===== src/abi_pkg.sv =====
// Shared types and constants for the automation breakpoint interpolator.
// Used by the controller, the datapath and the top level; no dependencies.
`default_nettype none

package abi_pkg;

  localparam logic [1:0] MODE_ADD    = 2'd0;
  localparam logic [1:0] MODE_REMOVE = 2'd1;
  localparam logic [1:0] MODE_QUERY  = 2'd2;
  localparam logic [1:0] MODE_CLEAR  = 2'd3;

  localparam logic [1:0] STATUS_OK   = 2'd0;
  localparam logic [1:0] STATUS_FULL = 2'd1;
  localparam logic [1:0] STATUS_NONE = 2'd2;

  localparam logic [2:0] SHAPE_SQUARE  = 3'd1;
  localparam logic [2:0] SHAPE_SQRT    = 3'd2;
  localparam logic [2:0] SHAPE_BEZIER  = 3'd3;
  localparam logic [2:0] SHAPE_SINE    = 3'd4;
  localparam logic [2:0] SHAPE_STEPPED = 3'd5;

  localparam logic [1:0] CFG_DEFAULT_LEVEL = 2'd0;
  localparam logic [1:0] CFG_MATCH_TOL     = 2'd1;

  localparam logic [4:0] DIV_STEPS  = 5'd16;
  localparam logic [4:0] SQRT_STEPS = 5'd16;

  localparam longint PI_HALF_Q30 = 64'sd1686629713;
  localparam longint ONE_Q30     = 64'sd1073741824;

  typedef enum logic [5:0] {
    ST_IDLE, ST_CLEAR, ST_ASCAN, ST_WR_UPD, ST_FULL, ST_SH_INIT, ST_SH_RD, ST_SH_CMP,
    ST_WR_NEW, ST_RSCAN, ST_RM_RD, ST_RM_WR, ST_RM_DONE, ST_NOMATCH, ST_QSCAN, ST_QSEL,
    ST_DIV, ST_SHAPE, ST_SQR, ST_SQRT, ST_BZ_UU, ST_BZ_A, ST_BZ_TT, ST_BZ_B, ST_BZ_TTT,
    ST_BZ_PA, ST_BZ_PB, ST_BZ_SUM, ST_SIN_IDX, ST_SIN_VAL, ST_LERP, ST_FIN, ST_RESP
  } state_t;

  typedef enum logic [4:0] {
    OP_NONE, OP_LOAD, OP_CLEAR, OP_SCAN, OP_WR_UPD, OP_FULL, OP_SH_INIT, OP_SH_RD,
    OP_SH_CMP, OP_WR_NEW, OP_RM_RD, OP_RM_WR, OP_RM_DONE, OP_NOMATCH, OP_QSEL, OP_DIV,
    OP_SHAPE, OP_SQR, OP_SQRT, OP_BZ_UU, OP_BZ_A, OP_BZ_TT, OP_BZ_B, OP_BZ_TTT,
    OP_BZ_PA, OP_BZ_PB, OP_BZ_SUM, OP_SIN_IDX, OP_SIN_VAL, OP_LERP, OP_FIN
  } dp_op_t;

  typedef struct packed {
    logic       hit;
    logic       scan_end;
    logic       full;
    logic       p_zero;
    logic       sh_move;
    logic       rm_end;
    logic       direct;
    logic       cnt_last;
    logic [2:0] shape;
  } dp_status_t;

  typedef struct packed {
    logic [31:0]        tm;
    logic [15:0]        lvl;
    logic [2:0]         shape;
    logic signed [15:0] c1;
    logic signed [15:0] c2;
  } point_t;

endpackage

`default_nettype wire


===== src/abi_ctrl.sv =====
// Sequencing state machine for the breakpoint interpolator.
// Depends on abi_pkg; drives datapath operations from datapath status.
`default_nettype none

module abi_ctrl (
  input  wire logic                clk,
  input  wire logic                rst,
  input  wire logic                start,
  input  wire logic [1:0]          mode,
  input  abi_pkg::dp_status_t      st,
  output abi_pkg::dp_op_t          op,
  output logic                     busy,
  output logic                     done
);
  import abi_pkg::*;

  state_t state, state_next;

  always_ff @(posedge clk) begin
    if (rst) begin
      state <= ST_IDLE;
    end else begin
      state <= state_next;
    end
  end

  always_comb begin
    state_next = state;
    case (state)
      ST_IDLE: begin
        if (start) begin
          case (mode)
            MODE_ADD:    state_next = ST_ASCAN;
            MODE_REMOVE: state_next = ST_RSCAN;
            MODE_QUERY:  state_next = ST_QSCAN;
            default:     state_next = ST_CLEAR;
          endcase
        end
      end
      ST_CLEAR:   state_next = ST_RESP;
      ST_ASCAN: begin
        if (st.hit) begin
          state_next = ST_WR_UPD;
        end else if (st.scan_end) begin
          state_next = st.full ? ST_FULL : ST_SH_INIT;
        end
      end
      ST_WR_UPD:  state_next = ST_RESP;
      ST_FULL:    state_next = ST_RESP;
      ST_SH_INIT: state_next = ST_SH_RD;
      ST_SH_RD:   state_next = st.p_zero ? ST_WR_NEW : ST_SH_CMP;
      ST_SH_CMP:  state_next = st.sh_move ? ST_SH_RD : ST_WR_NEW;
      ST_WR_NEW:  state_next = ST_RESP;
      ST_RSCAN: begin
        if (st.hit) begin
          state_next = ST_RM_RD;
        end else if (st.scan_end) begin
          state_next = ST_NOMATCH;
        end
      end
      ST_RM_RD:   state_next = st.rm_end ? ST_RM_DONE : ST_RM_WR;
      ST_RM_WR:   state_next = ST_RM_RD;
      ST_RM_DONE: state_next = ST_RESP;
      ST_NOMATCH: state_next = ST_RESP;
      ST_QSCAN: begin
        if (st.scan_end) begin
          state_next = ST_QSEL;
        end
      end
      ST_QSEL:    state_next = st.direct ? ST_RESP : ST_DIV;
      ST_DIV: begin
        if (st.cnt_last) begin
          state_next = ST_SHAPE;
        end
      end
      ST_SHAPE: begin
        case (st.shape)
          SHAPE_SQUARE: state_next = ST_SQR;
          SHAPE_SQRT:   state_next = ST_SQRT;
          SHAPE_BEZIER: state_next = ST_BZ_UU;
          SHAPE_SINE:   state_next = ST_SIN_IDX;
          default:      state_next = ST_LERP;
        endcase
      end
      ST_SQR:     state_next = ST_LERP;
      ST_SQRT: begin
        if (st.cnt_last) begin
          state_next = ST_LERP;
        end
      end
      ST_BZ_UU:   state_next = ST_BZ_A;
      ST_BZ_A:    state_next = ST_BZ_TT;
      ST_BZ_TT:   state_next = ST_BZ_B;
      ST_BZ_B:    state_next = ST_BZ_TTT;
      ST_BZ_TTT:  state_next = ST_BZ_PA;
      ST_BZ_PA:   state_next = ST_BZ_PB;
      ST_BZ_PB:   state_next = ST_BZ_SUM;
      ST_BZ_SUM:  state_next = ST_LERP;
      ST_SIN_IDX: state_next = ST_SIN_VAL;
      ST_SIN_VAL: state_next = ST_LERP;
      ST_LERP:    state_next = ST_FIN;
      ST_FIN:     state_next = ST_RESP;
      ST_RESP:    state_next = ST_IDLE;
      default:    state_next = ST_IDLE;
    endcase
  end

  always_comb begin
    op   = OP_NONE;
    busy = 1'b1;
    done = 1'b0;
    case (state)
      ST_IDLE: begin
        busy = 1'b0;
        op   = start ? OP_LOAD : OP_NONE;
      end
      ST_CLEAR:   op = OP_CLEAR;
      ST_ASCAN:   op = OP_SCAN;
      ST_WR_UPD:  op = OP_WR_UPD;
      ST_FULL:    op = OP_FULL;
      ST_SH_INIT: op = OP_SH_INIT;
      ST_SH_RD:   op = OP_SH_RD;
      ST_SH_CMP:  op = OP_SH_CMP;
      ST_WR_NEW:  op = OP_WR_NEW;
      ST_RSCAN:   op = OP_SCAN;
      ST_RM_RD:   op = OP_RM_RD;
      ST_RM_WR:   op = OP_RM_WR;
      ST_RM_DONE: op = OP_RM_DONE;
      ST_NOMATCH: op = OP_NOMATCH;
      ST_QSCAN:   op = OP_SCAN;
      ST_QSEL:    op = OP_QSEL;
      ST_DIV:     op = OP_DIV;
      ST_SHAPE:   op = OP_SHAPE;
      ST_SQR:     op = OP_SQR;
      ST_SQRT:    op = OP_SQRT;
      ST_BZ_UU:   op = OP_BZ_UU;
      ST_BZ_A:    op = OP_BZ_A;
      ST_BZ_TT:   op = OP_BZ_TT;
      ST_BZ_B:    op = OP_BZ_B;
      ST_BZ_TTT:  op = OP_BZ_TTT;
      ST_BZ_PA:   op = OP_BZ_PA;
      ST_BZ_PB:   op = OP_BZ_PB;
      ST_BZ_SUM:  op = OP_BZ_SUM;
      ST_SIN_IDX: op = OP_SIN_IDX;
      ST_SIN_VAL: op = OP_SIN_VAL;
      ST_LERP:    op = OP_LERP;
      ST_FIN:     op = OP_FIN;
      ST_RESP:    done = 1'b1;
      default:    op = OP_NONE;
    endcase
  end

endmodule

`default_nettype wire


===== config.mk =====
export PLATFORM = sky130hd
export DESIGN_NAME = abi_ctrl
export DESIGN_NICKNAME = d
export VERILOG_FILES = /design/src/abi_pkg.sv /design/src/abi_ctrl.sv
export SDC_FILE = /design/constraint.sdc
export NUM_CORES = 1
export LEC_CHECK = 0
export ABC_AREA = 1
export BUFFER_PORTS_ARGS = -buffer_cell sky130_fd_sc_hd__buf_2
export CORE_ASPECT_RATIO = 0.7
export CORE_MARGIN = 4
export CORE_UTILIZATION = 50
export CTS_CLUSTER_DIAMETER = 40
export DETAILED_ROUTE_END_ITERATION = 6
export PLACE_DENSITY = 0.76
export SLEW_MARGIN = 20
export SYNTH_ARGS = -nofsm -noshare
export SYNTH_HDL_FRONTEND = slang
export SYNTH_SLANG_ARGS = --single-unit

===== constraint.sdc =====
create_clock -name clk -period 1.5 [get_ports clk]
set_input_delay 0.3 -clock clk [delete_from_list [all_inputs] [get_ports clk]]
set_output_delay 0.3 -clock clk [all_outputs]
set_load 0.05 [all_outputs]

==> flow_summary.toml, run 1 <==
[clock_tree]
h-tree-depth = 1
post_cts_resized = 66
cts_buffers = 3
clock_sinks = 6
ctsHoldBuffers = 0
post_cts_buffers = 16
clockRootBuffer = "clkbuf_4"
clock_path_buffers = 2

[logic_synthesis]
netlist_instances = 218
yosysMostFrequentCell = "nand2_1"
yosys-top-cells-area = "nand2_1 16%, nand3_1 11%, dfxtp_1 9.8%, nor2_1 9.8%, inv_1 6.4%"
ys_ff_latch = 6
ys.flop_type = "dfxtp_1"
synth-edff-count = 0
ys_warn_count = 0
async_flop_share = 0
synth_top_area_share = 0.1621
yosysSeqAreaShare = 0.09786
yosys.area.top_type = "nand2_1"
netlist-cell-type-count = 33
syn-num-nets = 238
synth_area_per_cell_um2 = 5.630
synth_area_mm2 = 0.001227
synthTopCellsByCount = "53 x nand2_1, 32 x nor2_1, 26 x nand3_1"

[die]
start_util = 0.5474
design.portCount = 23
die_width_um = 67.22
std_cell_rows = 14
die_h_um = 49.46

[placed_design]
gp_congestion = 1.090
dp_slack_ns = -0.2814
place_area_mm2 = 0.001867
dpl.hpwl_mm = 4.032
portBuffers = 22

[run_status]
firstError = "[ERROR DPL-0033] detailed placement checks failed during check placement."
status = "aborted with a tool error"
haltStage = "4_1_cts"
## logic make-up after synthesis
kind of cell | synth area share
simple gates | 0.6126
buf+inv | 0.1295
compound gates | 0.1193
flops | 0.09786
fa+ha+maj | 0.04078
## stage by stage
stage	TNS, ns	std cells	hold slack [ns]	util
after floorplan	-1.363	218	0.3594	-
after global placement	-1.208	322	0.5288	0.8326
after detailed placement	-1.653	322	0.5354	0.8326
==> run 2: changes to the inputs <==
--- a/config.mk
+++ b/config.mk
@@ -7,12 +7,10 @@
 export LEC_CHECK = 0
 export ABC_AREA = 1
 export BUFFER_PORTS_ARGS = -buffer_cell sky130_fd_sc_hd__buf_2
-export CORE_ASPECT_RATIO = 0.7
-export CORE_MARGIN = 4
-export CORE_UTILIZATION = 50
-export CTS_CLUSTER_DIAMETER = 40
+export CORE_AREA = 4 4 65 67
 export DETAILED_ROUTE_END_ITERATION = 6
-export PLACE_DENSITY = 0.76
+export DIE_AREA = 0 0 69 71
+export PLACE_DENSITY_LB_ADDON = 0.15
 export SLEW_MARGIN = 20
 export SYNTH_ARGS = -nofsm -noshare
 export SYNTH_HDL_FRONTEND = slang
==> constraint.sdc (replaced) <==
create_clock -name clk -period 1.95 [get_ports clk]
set_input_delay 0.39 -clock clk [delete_from_list [all_inputs] [get_ports clk]]
set_output_delay 0.39 -clock clk [all_outputs]
set_load 0.05 [all_outputs]
==> run 2 against run 1 <==
Effect of this change: synthesized cell count is the same; the flow now finishes, with violations (setup timing); synthesized area stayed put.
==> flow_summary.toml, run 2 <==
[die]
die_width_um = 69
core_mm2 = 0.003633
std_cell_rows = 22
die_area_mm2 = 0.004899
die_h_um = 71
start_util = 0.3378
design.portCount = 23

[worst_setup_path]
start_kind = "flop"
worst_ep_required_time_ns = 1.56
end_kind = "output pin"
critical_path_class = "reg -> out"
arrival_ns = 1.65
cp_max_fo = 10

[logic_synthesis]
ys.flop_type = "dfxtp_1"
netlist_instances = 218
netlist-cell-type-count = 33
async_flop_share = 0
synth_top_area_share = 0.1621
synth_area_per_cell_um2 = 5.630
yosys.area.top_type = "nand2_1"
yosysMostFrequentCell = "nand2_1"
ys_warn_count = 0
synthTopCellsByCount = "53 x nand2_1, 32 x nor2_1, 26 x nand3_1"
yosys-top-cells-area = "nand2_1 16%, nand3_1 11%, dfxtp_1 9.8%, nor2_1 9.8%, inv_1 6.4%"
ys_ff_latch = 6
synth_area_mm2 = 0.001227
syn-num-nets = 238
synth-edff-count = 0
yosysSeqAreaShare = 0.09786

[sta]
fin_crit_sh = 1.048
min_period_ns = 2.043
slew_violations = 0
max_freq_mhz = 489.5
hold_viol_final = 0
rsz0062_at_grt = "true"
maxSlewHeadroom = 0.7923
tightest_slew_ns = 0.3092
finClkSkew_ns = 0.001643
fin_ws_ns = -0.09276
finalSetupViolations = 4

[finish]
antenna_cells = 0
final_area_mm2 = 0.001931
layout-drive-gt1-share = 0.4384
final_nets = 298
final_cell_mix = "43 x nand2_1, 31 x buf_4, 29 x nor2_1, 22 x nand3_1, 20 x inv_1"
regMostFlops = "state"
final_common_cell = "nand2_1"
synthToLayoutAreaGrowth_pct = 57.29
reg_top3 = "state: 6 flops"
largest_reg_flops = 6

[run_status]
violations = "setup timing"
status = "complete, but fails checks"

[grt]
grt_max_degree = 21
grt-ovfl-total = 0
antenna_found_initial = 0
grt_pass1_vias = 1561
grt.total_usage = 0.1724
grt_pass1_wl_mm = 7.127

[clock_tree]
clkLatencyLatePin_ns = 0.22
clock_path_buffers = 2
h-tree-depth = 1
clock_sinks = 6
cts_tree = "done"
cts_buffers = 3
clockRootBuffer = "clkbuf_8"
clk_pin_slew_ns = 0.04

[detailed_routing]
viasPerCell = 5.265
final_antenna_net_count = 0
drc = 0
dr.pass1.iters = 5
dr.first_iter.drc_count = 162
num_vias = 1706
routed_wl_mm = 4.695
wl_per_cell_um = 14.49

[power_and_ir_drop]
irDropWorstVdd_mv = 0.9691
total_power_mw = 2.719
leakagePower_nw = 1.049
p_per_area_mw_per_mm2 = 1408

[flow_run]
max_cap_viol_count = 0

[placed_design]
place_area_mm2 = 0.001514
portBuffers = 22
gp_congestion = 0.9494
dpl.hpwl_mm = 3.268
dp_slack_ns = -0.05931

[worst_hold_path]
hold_class = "in -> reg"
[run 2: cell counts after synthesis]
Identical to the previous run, type by type.
[run 2: through the flow]
| step | hold WS, ns | cells | util | TNS (ns) |
|---|---|---|---|---|
| after floorplan | 0.4591 | 218 | - | 0 |
| after global placement | 0.6120 | 300 | 0.4167 | -0.1472 |
| after detailed placement | 0.6036 | 300 | 0.4167 | -0.05931 |
| after CTS | 0.4095 | 311 | 0.4697 | -0.07741 |
| after global routing | 0.4213 | 324 | 0.5313 | -0.5300 |
| final | 0.4116 | 324 | 0.5313 | -0.2246 |
[run 2: cell families (layout without fill, tap and decap cells)]
family                     after synthesis  count (layout)  synth area share
and+or+nand+nor                        147             147            0.6126
AOI/OAI and AO/OA                       25              25            0.1193
adders and majority gates                4               4           0.04078
buffers and inverters                   36              94            0.1295
DFF                                      6               6           0.09786
[run 2: final cells by class]
cell class                      count  area [um^2]
Clock buffer                        3        41.29
Timing Repair Buffer               61        509.2
Fill cell                         380         1703
Tap cell                           48        60.06
Sequential cell                     6        140.1
Multi-Input combinational cell    176         1052
Inverter                           30        127.6
[run 2: path summary, 6_finish.rpt]
kind / from / end / slack [ns] / cells after the start
hold / removal: rst / state[3] / 0.41 / 2
hold reg to reg: state[1] / state[1] / 0.57 / 2
setup / recovery: state[4] / op[2] / -0.09 / 8
setup reg to reg: state[0] / state[0] / 0.30 / 12
[run 2: report_power, final]
| group | internal [mW] | switching, mW | total (mW) |
|---|---|---|---|
| Sequential | 0.183 | 0.0992 | 0.283 |
| Combinational | 0.862 | 1.39 | 2.25 |
| Clock | 0.132 | 0.0503 | 0.183 |
[run 2: per-layer routing]
layer | vias up | part of all wire | track usage
met1 | 749 | 0.42 | 0.2285
met4 | 0 | 0.036 | 0.04555
met5 | - | 0 | 0
met3 | 24 | 0.085 | 0.04830
li1 | 834 | - | -
met2 | 99 | 0.46 | 0.2744
[run 2: repair_timing]
action,in CTS,in global routing
hold buffers,0,0
gates cloned,0,2
setup buffers,8,11
pin swaps,7,11
resized for setup,35,27
endpoints found under the setup margin,4,5
[run 2: worst max-delay path, stage by stage, from the launching register on]
cell,delay [ns]
dfxtp_4,0.35
inv_2,0.06
nor2_4,0.04
buf_12,0.14
nand3_1,0.12
o21ai_1,0.10
a311oi_1,0.28
nand4_1,0.15
buf_6,0.18
Note: power is estimated with default switching activity, not from simulation.
==> run 3: changes to the inputs <==
--- a/config.mk
+++ b/config.mk
@@ -10,6 +10,7 @@
 export CORE_AREA = 4 4 65 67
 export DETAILED_ROUTE_END_ITERATION = 6
 export DIE_AREA = 0 0 69 71
+export GPL_TIMING_DRIVEN = 1
 export PLACE_DENSITY_LB_ADDON = 0.15
 export SLEW_MARGIN = 20
 export SYNTH_ARGS = -nofsm -noshare
==> constraint.sdc (replaced) <==
create_clock -name clk -period 2.2 [get_ports clk]
set_input_delay 0.44 -clock clk [delete_from_list [all_inputs] [get_ports clk]]
set_output_delay 0.44 -clock clk [all_outputs]
set_load 0.1 [all_outputs]
==> run 3 against run 2 <==
Effect of this change: the run now ends clean; count of clock-buffer cells in the layout up 1; sequential share of layout area grew 0.88 points; cell count shrank 7.1%; setup slack improved by 0.16 ns; sequential cell count did not move; sequential power is 5% lower; core utilization decreased by 6.6 points; combinational power shrank 8%; non-clock buffer count fell by 24; via count shrank 14%; critical path type unchanged.
==> flow_summary.toml, run 3 (same netlist as run 2, synthesis figures left out) <==
[clock_tree]
ctsHoldBuffers = 0
cts_tree = "done"
clk_pin_slew_ns = 0.04
cts_buffers = 3
clock_sinks = 6
clkLatencyLatePin_ns = 0.22
clockRootBuffer = "clkbuf_8"
h-tree-depth = 1
clock_path_buffers = 2

[sta]
slew_violations = 0
hold_viol_final = 0
whs_ns = 0.4448
fin_ws_ns = 0.06748
maxSlewHeadroom = 0.6787
finalSetupViolations = 0
tightest_slew_ns = 0.4852
finClkSkew_ns = 0.003511
fin_setup_tns_ns = 0
fin_crit_sh = 0.9693
min_period_ns = 2.133
rsz0062_at_grt = "true"
max_freq_mhz = 468.9

[placed_design]
gp_congestion = 0.9487
place_area_mm2 = 0.001574
portBuffers = 22
dp_slack_ns = 0.1031
dpl.cell_count = 293
dpl.hpwl_mm = 3.135

[detailed_routing]
viasPerCell = 4.900
drc = 0
routed_wl_mm = 3.772
num_vias = 1475
dr.pass1.iters = 5
dr.first_iter.drc_count = 111
wl_per_cell_um = 12.53
final_antenna_net_count = 0

[grt]
grt-ovfl-total = 0
grt_max_degree = 21
grt.total_usage = 0.1514
grt_pass1_vias = 1365
grt_pass1_wl_mm = 6.237
antenna_found_initial = 0

[worst_setup_path]
cp_max_fo = 20
critical_path_class = "reg -> out"
end_kind = "output pin"
arrival_ns = 1.69
start_kind = "flop"
worst_ep_required_time_ns = 1.76

[finish]
synthToLayoutAreaGrowth_pct = 37.72
reg_top3 = "state: 6 flops"
layout-drive-gt1-share = 0.3439
final_area_mm2 = 0.001690
final_nets = 274
final_common_cell = "nand2_1"
fin_util = 0.4652
largest_reg_flops = 6
final_cell_mix = "51 x nand2_1, 30 x nor2_1, 23 x nand3_1, 20 x inv_1, 17 x buf_2"
finalNonFillerCells = 301
regMostFlops = "state"
antenna_cells = 0

[die]
die_area_mm2 = 0.004899
die_h_um = 71
design.portCount = 23
core_mm2 = 0.003633
start_util = 0.3378
die_width_um = 69
std_cell_rows = 22

[run_status]
status = "complete, no violations"

[worst_hold_path]
hold_class = "in -> reg"

[flow_run]
max_cap_viol_count = 0

[power_and_ir_drop]
leakagePower_nw = 0.9034
p_per_area_mw_per_mm2 = 1493
irDropWorstVdd_mv = 0.5008
total_power_mw = 2.523
-- run 3: area by class of cell --
cell class              count  area [um^2]
well taps                  48        60.06
fillers                   406         1943
flip-flops and latches      6        137.6
multi-input cells         176         1011
inverters                  30        122.6
repair buffers             37        314.1
clock buffers               4        45.04
-- run 3: layer usage --
| metal | up-vias | GRT usage | share of wire |
|---|---|---|---|
| met2 | 36 | 0.2722 | 0.48 |
| met1 | 652 | 0.2030 | 0.48 |
| li1 | 787 | - | - |
| met4 | 0 | 0.006508 | 0 |
| met5 | - | 0 | 0 |
| met3 | 0 | 0.01847 | 0.041 |
-- run 3: repair_timing --
action | 4_1_cts | 5_1_grt
buffers inserted | 0 | 4
gates resized for setup | 4 | 9
pin swaps | 0 | 5
cloned | 0 | 0
endpoints found under the setup margin | 4 | 4
-- run 3: report_power, final --
group | leakage [nW] | internal (mW) | switching, mW
clock network | 0.0228 | 0.125 | 0.0460
registers | 0.0528 | 0.167 | 0.103
logic | 0.828 | 0.673 | 1.41
-- run 3: critical path, cell delays in order (launching register included) --
cell     delay (ns)
dfxtp_2        0.37
nor2_2         0.06
buf_12         0.15
nand3_1        0.15
nand2_1        0.13
nor4_4         0.28
nand3_2        0.14
buf_12         0.18
-- run 3: final timing paths --
path	cells after the start	startpoint	endpoint	slack, ns
worst max register to register	11	state[2]	state[2]	0.61
worst min register to register	2	state[3]	state[3]	0.54
worst min-delay path	2	rst	state[0]	0.44
worst max-delay path	7	state[5]	op[0]	0.07
